[src/rtl/core/kstc_pkg.sv]
// Shared types and codes for the keyed slot table compacting unit.
package kstc_pkg;

	typedef enum logic [1:0] {
		MODE_CLEAR  = 2'd0,
		MODE_ADD    = 2'd1,
		MODE_GET    = 2'd2,
		MODE_REMOVE = 2'd3
	} mode_t;

	typedef enum logic [2:0] {
		STAT_OK        = 3'd0,
		STAT_NOT_FOUND = 3'd1,
		STAT_FULL      = 3'd2,
		STAT_DUPLICATE = 3'd3,
		STAT_NULL      = 3'd4
	} status_t;

	typedef enum logic [1:0] {
		ST_IDLE,
		ST_SEARCH,
		ST_SHIFT,
		ST_DONE
	} fsm_state_t;

endpackage

[src/rtl/core/kstc_ram.sv]
// Generic single-port-write, single-port-read RAM with registered read data.
module kstc_ram #(
	parameter int WIDTH = 8,
	parameter int DEPTH = 16,
	localparam int AW   = (DEPTH > 1) ? $clog2(DEPTH) : 1
) (
	input  logic             clk,
	input  logic             we,
	input  logic [AW-1:0]    waddr,
	input  logic [WIDTH-1:0] wdata,
	input  logic             re,
	input  logic [AW-1:0]    raddr,
	output logic [WIDTH-1:0] rdata
);

	logic [WIDTH-1:0] mem [DEPTH];

	always_ff @(posedge clk) begin
		if (we) begin
			mem[waddr] <= wdata;
		end
		if (re) begin
			rdata <= mem[raddr];
		end
	end

endmodule

[src/rtl/core/keyed_slot_table_compacting_unit.sv]
// Top level of the keyed slot table: command sequencer around one entry RAM.
// One request on the input channel (mode, key, value) yields exactly one result on the
// output channel (status, found_value, entry_count), in order. Both channels use
// valid/ready; a request is taken when in_valid and in_ready are high at a rising edge
// of clk, a result likewise with out_valid/out_ready.
//
// The table lives in a single RAM holding {key, value} per slot, kept contiguous in
// insertion order. Get, remove and add walk the slots below the entry count one read
// per cycle (read data shows in the cycle after the read). Remove then pulls every
// later slot down by one, one slot per cycle, writing each in the cycle after its read.
//
// Clear, null add and full add go from idle straight to the done state; get, remove and
// other adds pass through the search state, which reads the slots until a hit or the
// entry count, and a remove that hits then passes through the shift state. The done
// state loads the output register. One request is in flight at a time; in_ready is high
// only while the sequencer is idle.
//
// Reset (arst_n low) empties the table; only the count is cleared. A stalled receiver
// holds the result in the output register; the next request is still taken and worked
// on, and its result waits until the output register frees.
module keyed_slot_table_compacting_unit #(
	parameter int TABLE_DEPTH = 16,
	parameter int KEY_BITS    = 8,
	parameter int VALUE_BITS  = 32,
	localparam int CNT_W      = $clog2(TABLE_DEPTH + 1),
	localparam int IDX_W      = (TABLE_DEPTH > 1) ? $clog2(TABLE_DEPTH) : 1
) (
	input  logic                    clk,
	input  logic                    arst_n,
	input  logic                    in_valid,
	output logic                    in_ready,
	input  kstc_pkg::mode_t         mode,
	input  logic [KEY_BITS-1:0]     key,
	input  logic [VALUE_BITS-1:0]   value,
	output logic                    out_valid,
	input  logic                    out_ready,
	output kstc_pkg::status_t       status,
	output logic [VALUE_BITS-1:0]   found_value,
	output logic [CNT_W-1:0]        entry_count
);

	import kstc_pkg::*;

	localparam int ENT_W = KEY_BITS + VALUE_BITS;

	fsm_state_t state_q, state_d;

	// Request being worked on
	mode_t                 mode_q;
	logic [KEY_BITS-1:0]   key_q;
	logic [VALUE_BITS-1:0] value_q;

	// Table occupancy and walk pointer (next slot to read)
	logic [CNT_W-1:0]      count_q;
	logic [CNT_W-1:0]      scan_q;

	// Read in flight: slot index whose data shows on the RAM output
	logic                  cmp_vld_s1;
	logic [IDX_W-1:0]      cmp_idx_s1;

	// Result waiting for the output register
	status_t               pend_status_q;
	logic [VALUE_BITS-1:0] pend_value_q;

	// Output register
	logic                  out_valid_q;
	status_t               status_q;
	logic [VALUE_BITS-1:0] found_value_q;
	logic [CNT_W-1:0]      entry_count_q;

	// RAM ports
	logic                  ram_we;
	logic [IDX_W-1:0]      ram_waddr;
	logic [ENT_W-1:0]      ram_wdata;
	logic                  ram_re;
	logic [IDX_W-1:0]      ram_raddr;
	logic [ENT_W-1:0]      ram_rdata;

	logic [KEY_BITS-1:0]   rd_key;
	logic [VALUE_BITS-1:0] rd_val;
	logic                  hit;
	logic                  more;
	logic                  full;
	logic                  out_free;
	logic                  accept;

	assign rd_key   = ram_rdata[ENT_W-1 -: KEY_BITS];
	assign rd_val   = ram_rdata[VALUE_BITS-1:0];
	assign hit      = cmp_vld_s1 && (rd_key == key_q);
	assign more     = scan_q < count_q;
	assign full     = count_q >= CNT_W'(TABLE_DEPTH);
	assign out_free = !out_valid_q || out_ready;
	assign accept   = in_valid && in_ready;

	kstc_ram #(
		.WIDTH (ENT_W),
		.DEPTH (TABLE_DEPTH)
	) u_slots (
		.clk   (clk),
		.we    (ram_we),
		.waddr (ram_waddr),
		.wdata (ram_wdata),
		.re    (ram_re),
		.raddr (ram_raddr),
		.rdata (ram_rdata)
	);

	always_ff @(posedge clk or negedge arst_n) begin
		if (!arst_n) begin
			state_q <= ST_IDLE;
		end else begin
			state_q <= state_d;
		end
	end

	// Next state and RAM control
	always_comb begin
		state_d   = state_q;
		in_ready  = 1'b0;
		ram_we    = 1'b0;
		ram_waddr = count_q[IDX_W-1:0];
		ram_wdata = {key_q, value_q};
		ram_re    = 1'b0;
		ram_raddr = scan_q[IDX_W-1:0];
		case (state_q)
			ST_IDLE: begin
				in_ready = 1'b1;
				if (in_valid) begin
					if (mode == MODE_CLEAR ||
					    (mode == MODE_ADD && (value == '0 || full))) begin
						state_d = ST_DONE;
					end else begin
						state_d = ST_SEARCH;
					end
				end
			end
			ST_SEARCH: begin
				if (hit) begin
					state_d = (mode_q == MODE_REMOVE) ? ST_SHIFT : ST_DONE;
				end else if (more) begin
					ram_re = 1'b1;
				end else begin
					// Miss: an add appends at the end of the table
					ram_we  = (mode_q == MODE_ADD);
					state_d = ST_DONE;
				end
			end
			ST_SHIFT: begin
				// Write each slot one position lower, in the cycle after its read
				ram_re    = more;
				ram_we    = cmp_vld_s1;
				ram_waddr = cmp_idx_s1 - IDX_W'(1);
				ram_wdata = ram_rdata;
				if (!more) begin
					state_d = ST_DONE;
				end
			end
			ST_DONE: begin
				if (out_free) begin
					state_d = ST_IDLE;
				end
			end
			default: begin
				state_d = ST_IDLE;
			end
		endcase
	end

	// Sequencer control registers
	always_ff @(posedge clk or negedge arst_n) begin
		if (!arst_n) begin
			count_q    <= '0;
			scan_q     <= '0;
			cmp_vld_s1 <= 1'b0;
		end else begin
			case (state_q)
				ST_IDLE: begin
					scan_q     <= '0;
					cmp_vld_s1 <= 1'b0;
					if (accept && mode == MODE_CLEAR) begin
						count_q <= '0;
					end
				end
				ST_SEARCH: begin
					if (hit) begin
						// Remove: start pulling from the slot after the hit
						scan_q     <= CNT_W'(cmp_idx_s1) + CNT_W'(1);
						cmp_vld_s1 <= 1'b0;
					end else if (more) begin
						scan_q     <= scan_q + CNT_W'(1);
						cmp_vld_s1 <= 1'b1;
					end else begin
						cmp_vld_s1 <= 1'b0;
						if (mode_q == MODE_ADD) begin
							count_q <= count_q + CNT_W'(1);
						end
					end
				end
				ST_SHIFT: begin
					if (more) begin
						scan_q     <= scan_q + CNT_W'(1);
						cmp_vld_s1 <= 1'b1;
					end else begin
						cmp_vld_s1 <= 1'b0;
						count_q    <= count_q - CNT_W'(1);
					end
				end
				default: begin
					cmp_vld_s1 <= 1'b0;
				end
			endcase
		end
	end

	// Request and pending result payload
	always_ff @(posedge clk) begin
		if (more && (state_q == ST_SEARCH || state_q == ST_SHIFT) && !hit) begin
			cmp_idx_s1 <= scan_q[IDX_W-1:0];
		end
		case (state_q)
			ST_IDLE: begin
				if (accept) begin
					mode_q        <= mode;
					key_q         <= key;
					value_q       <= value;
					pend_value_q  <= '0;
					pend_status_q <= STAT_OK;
					if (mode == MODE_ADD) begin
						if (value == '0) begin
							pend_status_q <= STAT_NULL;
						end else if (full) begin
							pend_status_q <= STAT_FULL;
						end
					end
				end
			end
			ST_SEARCH: begin
				if (hit) begin
					if (mode_q == MODE_ADD) begin
						pend_status_q <= STAT_DUPLICATE;
					end else if (mode_q == MODE_GET) begin
						pend_value_q <= rd_val;
					end
				end else if (!more) begin
					if (mode_q != MODE_ADD) begin
						pend_status_q <= STAT_NOT_FOUND;
					end
				end
			end
			default: begin
			end
		endcase
	end

	// Output register: load when the slot is free, drop once taken
	always_ff @(posedge clk or negedge arst_n) begin
		if (!arst_n) begin
			out_valid_q <= 1'b0;
		end else if (state_q == ST_DONE && out_free) begin
			out_valid_q <= 1'b1;
		end else if (out_ready) begin
			out_valid_q <= 1'b0;
		end
	end

	always_ff @(posedge clk) begin
		if (state_q == ST_DONE && out_free) begin
			status_q      <= pend_status_q;
			found_value_q <= pend_value_q;
			entry_count_q <= count_q;
		end
	end

	assign out_valid   = out_valid_q;
	assign status      = status_q;
	assign found_value = found_value_q;
	assign entry_count = entry_count_q;

endmodule

[config.mk]
export PLATFORM = sky130hd
export DESIGN_NAME = keyed_slot_table_compacting_unit
export DESIGN_NICKNAME = d
export VERILOG_FILES = /design/src/rtl/core/kstc_pkg.sv /design/src/rtl/core/kstc_ram.sv /design/src/rtl/core/keyed_slot_table_compacting_unit.sv
export SDC_FILE = /design/constraint.sdc
export NUM_CORES = 1
export LEC_CHECK = 0
export BUFFER_PORTS_ARGS = -buffer_cell sky130_fd_sc_hd__buf_2
export CAP_MARGIN = 20
export CORE_ASPECT_RATIO = 1.1
export CORE_MARGIN = 4
export CORE_UTILIZATION = 33
export DETAILED_ROUTE_END_ITERATION = 10
export SETUP_SLACK_MARGIN = 0.1
export SLEW_MARGIN = 40
export SYNTH_ARGS = -nofsm -noshare
export SYNTH_HDL_FRONTEND = slang
export SYNTH_SLANG_ARGS = --single-unit
[constraint.sdc]
create_clock -name clk -period 4.46 [get_ports clk]
set_input_delay 0.669 -clock clk [delete_from_list [all_inputs] [get_ports clk]]
set_output_delay 0.669 -clock clk [all_outputs]
set_load 0.02 [all_outputs]
==> reports/qor.yml <==
utilization: 0.383
ys_seq_area_frac: 0.768
clock-sinks: 815
cts_resized: 0
via_count: 15900
grt_overflow_total: 0
htreeDepth: 3
area_delta_synth_final_pct: 15.3
place_inst: 2994
via_per_inst: 5.08
postSynthCellCount: 1670
syn_area_per_cell_um2: 19.0
synth_mux_area_frac: 0.125
dp_hpwl_mm: 46.5
syn_nets: 1732
slew-limit-headroom: 0.364
wl_mm: 74.6
synth_compound_area_frac: 0.0531
timing_worst_setup_path_type: "register to register"
finalNetCount: 1867
seqCellArea_um2: 24400
fin_setup_tns_ps: 0
synthXorXnorAreaFrac: 0.00496
rsz0062_at_grt: "no"
die_w_um: 304
die_h_um: 334
setup.worst_path.start_class: "register"
routabilityCongestion: 0.810
layout_commonest_cell: "edfxtp_1"
grt_max_degree: 110
fill_cells: 8553
synthArstFlopShare: 0.0172
r2r_start: "count_q[2]"
p_leak_nw: 11.6
final-setup-viol-count: 0
io_pins: 88
ys_warn_count: 0
critical_path.max_fanout: 22
min_to: "key_q[5]"
clock_latency_ps: 630
holdWs_ps: 232
initialDrtViolationCount: 1318
synthSimpleGateAreaFrac: 0.0277
cts_tree: "yes"
drc: 0
fin_cells: 3135
p_int_w: 0.0156
synth_fa_ha_area_frac: 0.00653
start_util: 0.332
netlist_area_um2: 31800
core-area_um2: 95700
arrival_ps: 4060
synth_edf_count: 801
grt_pass1_vias: 16300
fin_crit_ps: 3770
rr_endpoint: "u_slots.mem[14][9]"
powerDensity_nw_per_um2: 608
ant_nets: 0
io_buffers: 87
layout_common_cells: "801 x edfxtp_1, 126 x mux2i_1, 90 x buf_2, 89 x o21ai_0, 81 x clkbuf_16"
finalHoldViolCount: 0
endpoint_kind: "register"
numCtsBuffers: 78
min_path_type: "input port to register"
rows: 119
max_freq_ghz: 0.265
whs_path_depth: 1
yosysUniqueCellTypes: 57
drv_cap: 0
synth-main-ff-cell: "edfxtp_1"
root_buffer: "clkbuf_16"
finalClockSkew_ps: 24.6
drive_above_1_share: 0.242
wl_per_cell_um: 23.8
ir_drop_mv: 0.289
combPwrFrac: 0.237
grt_usage: 0.144
required_ps: 4740
grt_pass1_wl_mm: 110
die_area_um2: 101000
power_frac_seq: 0.464
antenna_found_initial: 3
cts_max_path_buffers: 3
setup.reg_to_reg.worst_slack_ps: 690
switching_share: 0.300
synth-seq-cells: 815
dr.pass1.iters: 7
period_share: 0.846
r2r_cells: 9
synth_top_family_by_area: "multiplexers"
outcome: "finished clean"
tightest_slew_ps: 955
p_clk_frac: 0.299
multi_input_area_um2: 7070
clkTransAtPathRegs_ps: 60
min_from: "key[5]"
finalPower_w: 0.0223
switchingPower_w: 0.00668
final-max-slew-violation-count: 0
cell type report:
type                    count  share of cell area
diodes                      2            0.000137
inverters                  16             0.00164
clock inverters            43              0.0132
flip-flops and latches    815               0.666
multi-input cells         757               0.193
well taps                1270              0.0433
repair buffers            137              0.0262
clock buffers              95              0.0567
worst max-delay path: stages, from the launching register on:
cell      delay, ps
dfrtp_1         420
inv_1           130
ha_1            330
nand2_1         100
o211ai_4        230
nand3_1         180
o31ai_2         400
nand4_1         530
nor2_4          660
buf_4           440
how the worst max path moves through the flow:
stage / endpoint / slack (ps) / startpoint
detailed placement: u_slots.mem[14][6] / 720 / count_q[2]
floorplan: u_slots.mem[12][0] / 610 / count_q[1]
CTS: u_slots.mem[14][13] / 670 / state_q[0]
finish: u_slots.mem[14][9] / 690 / count_q[2]
global placement: u_slots.mem[14][11] / 810 / state_q[0]
global route: u_slots.mem[14][9] / 450 / count_q[2]
registers in the layout, indices dropped and copies added, names as in the netlist, 5 cells and up:
name and cells:
u_slots.mem 640, u_slots.rdata 40, found_value 32, pend_value_q 32, value_q 32, key_q 8, count_q 5, entry_count 5
scan_q 5
metrics by stage:
stage	worst slack [ps]	cell area [um^2]
4_1_cts	671	36700
6_report	686	36700
2_1_floorplan	611	31800
3_3_place_gp	806	34000
3_5_place_dp	717	34100
5_1_grt	450	36700
logic make-up (layout without fill, tap and decap cells):
group	after synthesis	in the layout
flip-flops	815	815
multiplexers	286	286
AO/OA/AOI/OAI	261	261
AND/OR/NAND/NOR	176	176
buffers and inverters	98	291
XOR/XNOR	18	18
adder cells (fa/ha/maj)	16	16
other	0	2
synthesized netlist by cell type (16+ instances only):
cell type	count	area (um^2)
and2_1	36	225
a22oi_1	41	308
mux4_2	80	1800
nor2_1	30	113
clkbuf_1	43	161
mux2_2	80	901
o21ai_0	89	445
edfxtp_1	801	24100
a21oi_1	59	295
inv_1	16	60.1
a221oi_1	41	359
nand2_1	58	218
mux2i_1	126	1260
power groups by stage:
stage	registers, W	logic, W	clock network, W
after global placement	0.0105	0.00514	0
after floorplan	0.0105	0.00329	0
after global routing	0.0104	0.00573	0.00713
after detailed placement	0.0105	0.00530	0
after CTS	0.0104	0.00532	0.00682
final	0.0103	0.00528	0.00666
what timing repair did:
item                                   4_1_cts  5_1_grt
buffers inserted                             0        0
hold buffers                                 1        0
endpoints found under the hold margin       14        0
layer usage:
| metal | track usage | vias to the layer above | part of all wire |
|---|---|---|---|
| li1 | - | 7024 | - |
| met1 | 0.208 | 8319 | 0.46 |
| met2 | 0.227 | 491 | 0.47 |
| met3 | 0.0241 | 93 | 0.060 |
| met4 | 0.0397 | 2 | 0.017 |
| met5 | 0 | - | 0.00017 |
Note: power is estimated with default switching activity, not from simulation.
